## config.mk

```make
export PLATFORM = sky130hd
export DESIGN_NAME = rmq_div_pipe
export DESIGN_NICKNAME = d
export VERILOG_FILES = /design/src/rtl/rmq_div_pipe.sv
export SDC_FILE = /design/constraint.sdc
export NUM_CORES = 2
export LEC_CHECK = 0
export BUFFER_PORTS_ARGS = -buffer_cell sky130_fd_sc_hd__buf_2
export CAP_MARGIN = 0
export CORE_MARGIN = 2
export CORE_UTILIZATION = 40
export DETAILED_ROUTE_END_ITERATION = 12
export GPL_ROUTABILITY_DRIVEN = 1
export PLACE_DENSITY = 0.61
export SLEW_MARGIN = 20
export SYNTH_ARGS = -nofsm -noshare
export SYNTH_HDL_FRONTEND = slang
export SYNTH_SLANG_ARGS = --single-unit
```

## constraint.sdc

```tcl
create_clock -name i_clk -period 3.8 [get_ports i_clk]
set_input_delay 0.19 -clock i_clk [delete_from_list [all_inputs] [get_ports i_clk]]
set_output_delay 0.19 -clock i_clk [all_outputs]
set_load 0.005 [all_outputs]
```

## src/rtl/rmq_div_pipe.sv

```systemverilog
// ============================================================================
// rmq_div_pipe
// Pipelined fractional divider: floor(num * 2^F / den) with a one-bit integer
// part, one quotient bit per stage, and a flag for num >= 2 * den.
// ============================================================================
`default_nettype none

module rmq_div_pipe #(
    parameter int LANES = 1,
    parameter int NW    = 32,
    parameter int DW    = 32,
    parameter int F     = 30,
    parameter int SW    = 1
) (
    input  wire logic            i_clk,
    input  wire logic            i_rst_n,
    input  wire logic            i_vld,
    input  wire logic [NW-1:0]   i_num [LANES],
    input  wire logic [DW-1:0]   i_den [LANES],
    input  wire logic [SW-1:0]   i_side,
    output logic                 o_vld,
    output logic [F:0]           o_q   [LANES],
    output logic                 o_sat [LANES],
    output logic [SW-1:0]        o_side
);

    localparam int CW = NW + DW + 2;

    logic [DW-1:0] r_rem  [F+1][LANES];
    logic [DW-1:0] r_den  [F+1][LANES];
    logic [F:0]    r_q    [F+1][LANES];
    logic          r_sat  [F+1][LANES];
    logic [SW-1:0] r_side [F+1];
    logic [F:0]    r_vld;

    logic [DW-1:0] n_rem  [F+1][LANES];
    logic [DW-1:0] n_den  [F+1][LANES];
    logic [F:0]    n_q    [F+1][LANES];
    logic          n_sat  [F+1][LANES];
    logic [SW-1:0] n_side [F+1];
    logic [F:0]    n_vld;

    always_comb begin
        logic [CW-1:0] num_x;
        logic [CW-1:0] den_x;
        logic [DW:0]   two;
        logic          ge;
        n_vld = {r_vld[F-1:0], i_vld};
        n_side[0] = i_side;
        for (int k = 1; k <= F; k++) begin
            n_side[k] = r_side[k-1];
        end
        for (int l = 0; l < LANES; l++) begin
            // First stage settles the integer bit and the overflow flag.
            num_x = CW'(i_num[l]);
            den_x = CW'(i_den[l]);
            ge    = num_x >= den_x;
            n_sat[0][l] = num_x >= (den_x << 1);
            n_rem[0][l] = DW'(ge ? num_x - den_x : num_x);
            n_den[0][l] = i_den[l];
            n_q[0][l]   = (F+1)'(ge);
            for (int k = 1; k <= F; k++) begin
                two = {r_rem[k-1][l], 1'b0};
                ge  = two >= {1'b0, r_den[k-1][l]};
                n_rem[k][l] = DW'(ge ? two - {1'b0, r_den[k-1][l]} : two);
                n_den[k][l] = r_den[k-1][l];
                n_q[k][l]   = {r_q[k-1][l][F-1:0], ge};
                n_sat[k][l] = r_sat[k-1][l];
            end
        end
    end

    always_ff @(posedge i_clk) begin
        if (!i_rst_n) begin
            r_vld <= '0;
        end else begin
            r_vld <= n_vld;
        end
    end

    always_ff @(posedge i_clk) begin
        r_rem  <= n_rem;
        r_den  <= n_den;
        r_q    <= n_q;
        r_sat  <= n_sat;
        r_side <= n_side;
    end

    assign o_vld  = r_vld[F];
    assign o_side = r_side[F];
    assign o_q    = r_q[F];
    assign o_sat  = r_sat[F];

endmodule

`default_nettype wire
```

==> metrics <==
crit path max fanout 5; Remaining Overflow, GRT 0; total negative slack 0 ps; Ports 102; Area after DPL 120000 um2; Post-synth EDFFs 0; Post CTS Setup Buffer Count 0; critical-path cell list dlygate4sd3_1, buf_2, inv_1, ha_1, nor2b_1, o211ai_1, a21boi_0, o31ai_1, o21ai_0, a21bo_2, a21o_1, a221oi_1, xor2_1, o21ai_0, dlygate4sd3_1; Distinct cells, synth 99; Area Overhead vs Synth 14.4%; Reg clk slew, reported paths 50 ps; RSZ-0062 raised after global routing false; DIE WIDTH 538 um; DP HPWL 218000 um; WHS 86.6 ps; Syn Area/Cell 9.19 um2; r2r startpoint n_den[97]; clk sinks 2509; Root Buffer clkbuf_16; Max Slew Vio Count 0; antenna-violating nets left 0; Register Area 50200 um2; Tmin final 3570 ps; PwrDens 1010 nW/um2; Port-buffer cells 101; fin crit share 93.9%; worst slack at placement 105 ps; worst slew pin tran 977 ps; global-route wire length before repair 439000 um; CTS tree yes; Initial Utilization 40.1%; Cell Rows 196; per-cell routed wire length 16.6 um; Final Non-Filler Cells 16739; Ys Warns 0; Hold Startpoint i_den[7]; Mapped Nets 13548; Most used DFF post-synth dfxtp_1; Worst Path Arrival 4310 ps; Clock Path Buffers 4; Max H-tree Level 5; Total GRT Usage 18.6%; Crit-path slowest cell dlygate4sd3_1; Max Fclk 0.280 GHz; Hold Crit Class primary input to flip-flop; hold path cells 2; footprint of the multi-input gates 58100 um2; DR pass1 iterations 8; Final Hold Fails 0; skew final 62.2 ps; CP Class primary input to flip-flop; initial DRC count 5491; status complete, no violations; DIE HEIGHT 538 um; sequential share of the synthesized area 44.0%; DP Cell Count 16110; Post-Syn Instances 12428; vias in the first global route 81553; Synth Register Bits 2509; max-cap violation count 0; Worst Setup End Kind flip-flop; Worst R2R Path Depth 13; worst vdd ir 0.471 mV; Async S/R FF share, synth 0%; cts bufs inserted 285; Overall Power 132 mW; Worst-Skew Late Latency 890 ps; via count 84921; WHS Endpoint n_den[935]; largest net degree at the start of global routing 64; Core ar. 284000 um2; share of cells above drive strength 1 8.48%; GP Congestion 0.917; Layout Utilization 45.9%; Startpoint Class primary input; Mapped Area 114000 um2; final setup violating endpoints 0; r2r setup slk 260 ps; # DRC 0; final instance area 131000 um2; final WL 278000 um; CP peak stage delay 600 ps; initial antenna violation count 20; leakage 60.2 nW; # fillers 27382; Total Die Area 290000 um2; vias per cell 5.07; worst rel slew slack 34.0%; Crit path required time 4540 ps; Final WS setup 231 ps; nets 13859; reg-to-reg endpoint r_rem[98]
==> synthesized netlist by cell type (24+ instances only) <==
cell type	number	share of area, %
o21ai_1	31	0.14
o21bai_1	160	1.1
a21oi_1	1034	4.5
clkbuf_1	300	0.99
a21o_1	502	3.3
nand4_1	172	0.94
buf_2	31	0.14
o21a_1	137	0.90
a211oi_1	70	0.46
and2_1	77	0.42
fa_1	30	0.53
a221oi_1	27	0.21
mux2_2	249	2.5
or3_1	44	0.24
nand2_1	968	3.2
nor2b_1	138	0.76
nand3_1	209	0.92
a21boi_0	26	0.17
xnor2_1	456	3.5
o31a_1	29	0.22
or2_2	27	0.15
nand2b_1	118	0.65
nor3_1	150	0.66
o31ai_1	74	0.49
ha_1	1022	11
and3_1	75	0.41
nor2_1	639	2.1
o211ai_1	40	0.26
a31oi_1	112	0.61
a41oi_1	24	0.18
a2111oi_0	34	0.26
inv_1	1257	4.1
dfxtp_1	2509	44
xor2_1	366	2.8
mux2_1	28	0.28
nor4_1	34	0.19
and4_1	26	0.20
o21ai_0	884	3.9
==> critical path: cells and delay by family <==
| kind | cells | cell delay (ps) |
|---|---|---|
| and+or+nand+nor | 1 | 150 |
| buffers and inverters | 4 | 1480 |
| xor gates and xnor gates | 1 | 170 |
| adders and majority gates | 1 | 280 |
| AOI/OAI and AO/OA | 8 | 2030 |
==> final cells by class <==
cell class                      count  area share, %
Clock buffer                      362           6.03
Timing Repair Buffer              371           2.39
Tap cell                         3762           3.60
Antenna cell                       17         0.0325
Sequential cell                  2509           38.4
Clock inverter                    146           1.45
Multi-Input combinational cell   8312           44.5
Inverter                         1260           3.62
==> placed cells by master (no fill, tap or decap), types with 172 or more instances in the layout <==
cell and instances:
nand3_1 209, a21oi_1 1031, xnor2_1 456, mux2_2 249
o21ai_0 884, inv_1 1257, clkbuf_16 289, a21o_1 500
dfxtp_1 2509, nand4_1 172, nand2_1 968, xor2_1 366
ha_1 1022, nor2_1 639
==> how the worst max path moves through the flow <==
stage,startpoint,end,slack (ps),depth (start not counted)
finish,i_den[1],r_rem[991],230,15
global route,i_den[1],r_rem[991],40,15
CTS,n_den[581],r_rem[606],110,13
detailed placement,n_den[581],r_rem[606],110,13
global placement,n_den[581],r_rem[606],60,13
floorplan,n_den[737],r_rem[764],490,13
==> timing repair <==
| item | in CTS | in global routing |
|---|---|---|
| endpoints found under the hold margin | 98 | 0 |
| hold buffers | 103 | 0 |
| gates resized for setup | 0 | 4 |
| endpoints found under the setup margin | 0 | 31 |
==> logic make-up (layout without fill, tap and decap cells) <==
family                     Yosys count  count (layout)  synth area share, %
xor gates and xnor gates           822             822                 6.30
and+or+nand+nor                   2758            2758                 11.4
AOI/OAI and AO/OA                 3387            3387                 18.4
other                                0              17                    0
DFF                               2509            2509                 44.0
buffers and inverters             1607            2139                 5.37
muxes                              293             293                 2.87
adders and majority gates         1052            1052                 11.7
==> routing by layer <==
metal / wire, um / vias up / part of all wire [%] / global-route usage [%]
met4: 8270 / 6 / 3.0 / 5.35
li1: - / 43620 / - / -
met1: 123000 / 39121 / 44 / 23.2
met5: 34 / - / 0.012 / 0
met3: 12800 / 488 / 4.6 / 2.82
met2: 134000 / 1686 / 48 / 32.9
==> report_power, final <==
| group | switching, mW | internal, mW |
|---|---|---|
| logic | 34.9 | 27.9 |
| clock network | 11.3 | 16.9 |
| registers | 5.30 | 35.6 |
==> sequential cells by signal (all words and copies together), names as in the netlist <==
name    flops
o_sat       1
o_side      1
r_rem     960
r_vld      31
n_q       465
n_sat      30
n_den     960
o_q        31
n_side     30
(Power assumes the default switching activity.)
