`src/rtl/rmq_isqrt_pipe.sv`:
```
// ============================================================================
// rmq_isqrt_pipe
// Pipelined integer square root, one root bit per stage, several lanes that
// share one valid bit and one sideband word.
// ============================================================================
`default_nettype none

module rmq_isqrt_pipe #(
    parameter int LANES = 1,
    parameter int RW    = 32,
    parameter int SW    = 1
) (
    input  wire logic              i_clk,
    input  wire logic              i_rst_n,
    input  wire logic              i_vld,
    input  wire logic [2*RW-1:0]   i_rad [LANES],
    input  wire logic [SW-1:0]     i_side,
    output logic                   o_vld,
    output logic [RW-1:0]          o_root [LANES],
    output logic [SW-1:0]          o_side
);

    logic [RW-1:0]   r_root [RW][LANES];
    logic [RW+1:0]   r_rem  [RW][LANES];
    logic [2*RW-1:0] r_rad  [RW][LANES];
    logic [SW-1:0]   r_side [RW];
    logic [RW-1:0]   r_vld;

    logic [RW-1:0]   n_root [RW][LANES];
    logic [RW+1:0]   n_rem  [RW][LANES];
    logic [2*RW-1:0] n_rad  [RW][LANES];
    logic [SW-1:0]   n_side [RW];
    logic [RW-1:0]   n_vld;

    // Each stage brings down two radicand bits and decides one root bit.
    always_comb begin
        logic [RW+3:0] cur;
        logic [RW+3:0] trial;
        logic          ge;
        n_vld = {r_vld[RW-2:0], i_vld};
        n_side[0] = i_side;
        for (int k = 1; k < RW; k++) begin
            n_side[k] = r_side[k-1];
        end
        for (int l = 0; l < LANES; l++) begin
            cur   = (RW+4)'(i_rad[l][2*RW-1 -: 2]);
            trial = (RW+4)'(1);
            ge    = cur >= trial;
            n_rem[0][l]  = (RW+2)'(ge ? cur - trial : cur);
            n_root[0][l] = RW'(ge);
            n_rad[0][l]  = i_rad[l] << 2;
            for (int k = 1; k < RW; k++) begin
                cur   = {r_rem[k-1][l], r_rad[k-1][l][2*RW-1 -: 2]};
                trial = (RW+4)'({r_root[k-1][l], 2'b01});
                ge    = cur >= trial;
                n_rem[k][l]  = (RW+2)'(ge ? cur - trial : cur);
                n_root[k][l] = {r_root[k-1][l][RW-2:0], ge};
                n_rad[k][l]  = r_rad[k-1][l] << 2;
            end
        end
    end

    always_ff @(posedge i_clk) begin
        if (!i_rst_n) begin
            r_vld <= '0;
        end else begin
            r_vld <= n_vld;
        end
    end

    always_ff @(posedge i_clk) begin
        r_root <= n_root;
        r_rem  <= n_rem;
        r_rad  <= n_rad;
        r_side <= n_side;
    end

    assign o_vld  = r_vld[RW-1];
    assign o_side = r_side[RW-1];
    assign o_root = r_root[RW-1];

endmodule

`default_nettype wire

```
`config.mk`:
```
export PLATFORM = sky130hd
export DESIGN_NAME = rmq_isqrt_pipe
export DESIGN_NICKNAME = d
export VERILOG_FILES = /design/src/rtl/rmq_isqrt_pipe.sv
export SDC_FILE = /design/constraint.sdc
export NUM_CORES = 2
export LEC_CHECK = 0
export ABC_AREA = 0
export BUFFER_PORTS_ARGS = -buffer_cell sky130_fd_sc_hd__buf_4
export CAP_MARGIN = 20
export CORE_UTILIZATION = 60
export CTS_BUF_LIST = sky130_fd_sc_hd__clkbuf_4 sky130_fd_sc_hd__clkbuf_8 sky130_fd_sc_hd__clkbuf_16
export DETAILED_ROUTE_END_ITERATION = 8
export GPL_ROUTABILITY_DRIVEN = 1
export GPL_TIMING_DRIVEN = 0
export PLACE_DENSITY = 0.73
export SLEW_MARGIN = 20
export SYNTH_ARGS = -nofsm -noshare
export SYNTH_HDL_FRONTEND = slang
export SYNTH_SLANG_ARGS = --single-unit
export TNS_END_PERCENT = 5
```
`constraint.sdc`:
```
create_clock -name i_clk -period 5.7 [get_ports i_clk]
set_clock_uncertainty 0.1 [all_clocks]
set_input_delay 0.57 -clock i_clk [delete_from_list [all_inputs] [get_ports i_clk]]
set_output_delay 0.57 -clock i_clk [all_outputs]
set_load 0.01 [all_outputs]
```
==> out/results.tsv <==
stage	metric	value	unit
synth	yosys warns	0	
die	I/O pin count	102	
die	initial core utilization	60.7	%
layout	antenna cells	0	
layout	layout cells sized above 1	7.19	%
route	drt drc	0	
die	Die Span Y	395	um
worst_hold_path	Worst Hold Class	flip-flop to flip-flop	
grt	initial antenna violation count	7	
clocking	Num CTS Buffers	235	
setup_path	R2R Path Start	n_root[65]$_DFF_P_	
clocking	Worst-path clk slew	70	ps
grt	vias in the first global route	62700	
clocking	clk buf depth	3	
setup_path	Worst path depth	14	
setup_path	Buf+Inv Stages, Crit Path	3	
setup_path	register-to-register setup slack	810	ps
place	placed cell areas	96100	um^2
grt	GRT Total Usage	25.0	%
route	DR vias	63200	
flow_run	max-cap violation count	0	
clocking	Resized cells post-CTS	0	
worst_hold_path	Hold Path Sink	n_root[291]$_DFF_P_	
die	core area	153000	um^2
die	die area	156000	um^2
route	final wirelength	198000	um
setup_path	Register-to-Register Path Depth	14	
synth	async set-reset flop share out of synthesis	0	%
layout	Area Overhead vs Synth	13.6	%
die	Die Wd	395	um
place	I/O Buffers	101	
timing	worst-margin pin slew	1020	ps
power	PD cells	449	nW/um^2
layout	fill count	11700	
route	number of nets with antenna violations after routing	0	
synth	Syn Area/Cell	10.2	um^2
grt	total gr overflow	0	
setup_path	slowest stage delay, CP	660	ps
timing	crit share post-route	85.7	%
synth	share of the synthesized area in the top cell type	55.8	%
route	Avg Vias per Cell	5.40	
layout	NumNets Final	10100	
layout	register area	51800	um^2
timing	fmax	0.205	GHz
synth	Cell variety after synth	86	
route	Routed WL per cell	16.9	um
timing	RSZ-0062 raised after global routing	no	
route	Initial DRT Pass Iterations	6	
worst_hold_path	Worst Min Path Start	n_root[322]$_DFF_P_	
status	outcome	finished, final reports clean	
layout	area occupied by multi-input gates	37700	um^2
place	GPL Wtd Cong	0.937	
synth	Syn Nets	9697	
route	Initial DRC Count	3599	
timing	Rel. slew slack	31.3	%
setup_path	slowest cell on the critical path	nor3_1	
power	Leak	50.1	nW
grt	largest net degree at the start of global routing	20	
clocking	CTS root buf	clkbuf_16	
timing	Min Hold Slack	200	ps
setup_path	crit end category	flip-flop	
layout	post-route cell area	105000	um^2
setup_path	Crit path required time	6310	ps
clocking	clock latency at the later pin of the worst-skew pair	870	ps
timing	post-layout minimum cycle time	4890	ps
timing	final setup TNS	0	ps
power	maximum vdd drop	0.000317	V
setup_path	reg2reg end	r_rem[77]$_DFF_P_	
clocking	TritonCTS clock tree	yes	
setup_path	delay-heaviest family, CP	compound AO/OA/AOI/OAI gates	
synth	FF+latch count, synth	2587	
setup_path	CP Data Arrival Time	5500	ps
clocking	H-tree depth	4	
setup_path	Worst setup SP type	flip-flop	
setup_path	Cell Chain, Critical Path	inv_1 -> ha_1 -> nor2b_1 -> o31a_1 -> o31ai_1 -> a21oi_1 -> o21ai_0 -> a21oi_1 -> o21a_1 -> nor3_1 -> clkbuf_1 -> clkbuf_1 -> nand2_1 -> o31ai_1	
synth	number of synthesized flops with an enable pin	0	
synth	Synth Cell Area	92800	um^2
setup_path	Critical Path Fanout Max	10	
clocking	# clock sinks	2587	
die	# rows	143	
place	Final HPWL DP	148000	um
synth	synth top area cells	dfxtp_1 (56%), ha_1 (7.6%), xor2_1 (4.2%)	
synth	Syn Inst Count	9067	
synth	Seq/Total Area, Yosys	55.8	%
setup_path	critical path class	flip-flop to flip-flop	
grt	first-pass GRT wire length	318000	um
synth	top_reg_cell synth	dfxtp_1	
timing	Finish-stage setup viols	0	
timing	Final Max Tran Viols	0	
synth	cell taking the most area after synthesis	dfxtp_1	
timing	Final Hold Viols	0	
worst_hold_path	Hold Path Stages	0	
## final cells by class
cell class	count	share of cell area, %
clock inverter	137	1.91
multi-input combinational	5595	35.7
clock buffer	305	6.31
inverter	710	2.53
timing repair buffer	170	1.37
sequential	2587	49.1
tap	2030	2.41
buffer	175	0.648
## placed cells by master, fill, tap and decap left out, drive strengths merged, types with 19 or more instances in the layout
| cell | n |
|---|---|
| xor2 | 445 |
| o21bai | 42 |
| dlygate4sd3 | 68 |
| nor3 | 224 |
| and3 | 47 |
| or4 | 60 |
| inv | 723 |
| bufinv | 34 |
| o31ai | 42 |
| or3 | 89 |
| a21boi | 21 |
| clkinvlp | 20 |
| o21ai | 500 |
| nand3 | 121 |
| nor2 | 538 |
| a31oi | 41 |
| nand4 | 97 |
| mux2 | 63 |
| a21o | 278 |
| dfxtp | 2587 |
| nor2b | 86 |
| nand3b | 19 |
| a211oi | 43 |
| o21a | 106 |
| clkinv | 70 |
| or2 | 49 |
| and2 | 62 |
| a21oi | 539 |
| nand2b | 112 |
| clkbuf | 464 |
| buf | 118 |
| nor4 | 117 |
| o211ai | 33 |
| xnor2 | 389 |
| nand2 | 639 |
| ha | 562 |
## power breakdown
part / leakage [nW] / switching [mW] / internal [mW]
Combinational: 24.2 / 4.02 / 3.23
Clock: 4.24 / 6.98 / 9.89
Sequential: 21.6 / 2.21 / 21.0
## cells in the mapped netlist (all sizes together) (19+ instances only)
| cell type | instances |
|---|---|
| nor2 | 538 |
| dfxtp | 2587 |
| nand4 | 97 |
| and2 | 62 |
| nor3 | 224 |
| xnor2 | 389 |
| o21bai | 42 |
| a21oi | 539 |
| nand2 | 639 |
| or4 | 60 |
| a211oi | 43 |
| or2 | 49 |
| mux2 | 63 |
| o21ai | 500 |
| nand2b | 112 |
| and3 | 47 |
| ha | 562 |
| nor2b | 86 |
| clkbuf | 159 |
| o31ai | 42 |
| nand3 | 121 |
| xor2 | 445 |
| a31oi | 41 |
| a21o | 278 |
| inv | 710 |
| a21boi | 21 |
| o21a | 106 |
| o211ai | 33 |
| nor4 | 117 |
| nand3b | 19 |
| or3 | 89 |
## per-layer routing
| layer | vias up | routed length (um) | global-route usage (%) |
|---|---|---|---|
| met5 | - | 10 | 0 |
| met3 | 444 | 8600 | 3.65 |
| met1 | 29700 | 83800 | 30.1 |
| met4 | 2 | 6710 | 9.03 |
| met2 | 1407 | 99100 | 45.0 |
| li1 | 31700 | - | - |
## how the worst max path moves through the flow
stage / startpoint / to / slack [ps]
floorplan: r_rem[666]$_DFF_P_ / r_rem[635]$_DFF_P_ / 2040
global placement: n_root[65]$_DFF_P_ / r_rem[95]$_DFF_P_ / 930
detailed placement: n_root[65]$_DFF_P_ / r_rem[95]$_DFF_P_ / 940
CTS: n_root[65]$_DFF_P_ / r_rem[77]$_DFF_P_ / 900
global route: n_root[65]$_DFF_P_ / r_rem[77]$_DFF_P_ / 520
finish: n_root[65]$_DFF_P_ / r_rem[77]$_DFF_P_ / 810
## flip-flops by register name (all words and copies together), names as in the netlist
signal  count
n_rad     930
r_rad      62
r_vld      32
n_root    496
r_rem    1003
o_side      1
n_side     31
o_root     32
## kinds of logic after synthesis
group           after synthesis  synth area share [%]
buf+inv                     885                  3.61
compound gates             1808                  12.0
mux                          73                 0.880
simple gates               2317                  12.2
other cells                   1               0.00404
xor+xnor                    834                  7.87
fa+ha+maj                   562                  7.58
flops                      2587                  55.8
## metrics by stage
stage	total power, mW	utilization (%)	setup slack [ps]	std cells
global route	49.6	69.0	517	11700
global placement	30.5	62.9	926	11200
CTS	47.6	69.0	900	11700
finish	47.3	69.0	814	11700
detailed placement	30.7	62.9	942	11200
floorplan	28.3	-	2040	9067
## timing repair
item	in CTS	in global routing
hold buffers	68	0
buffers inserted	0	0
hold endpoints to repair	69	0
Note: power is estimated with default switching activity, not from simulation.
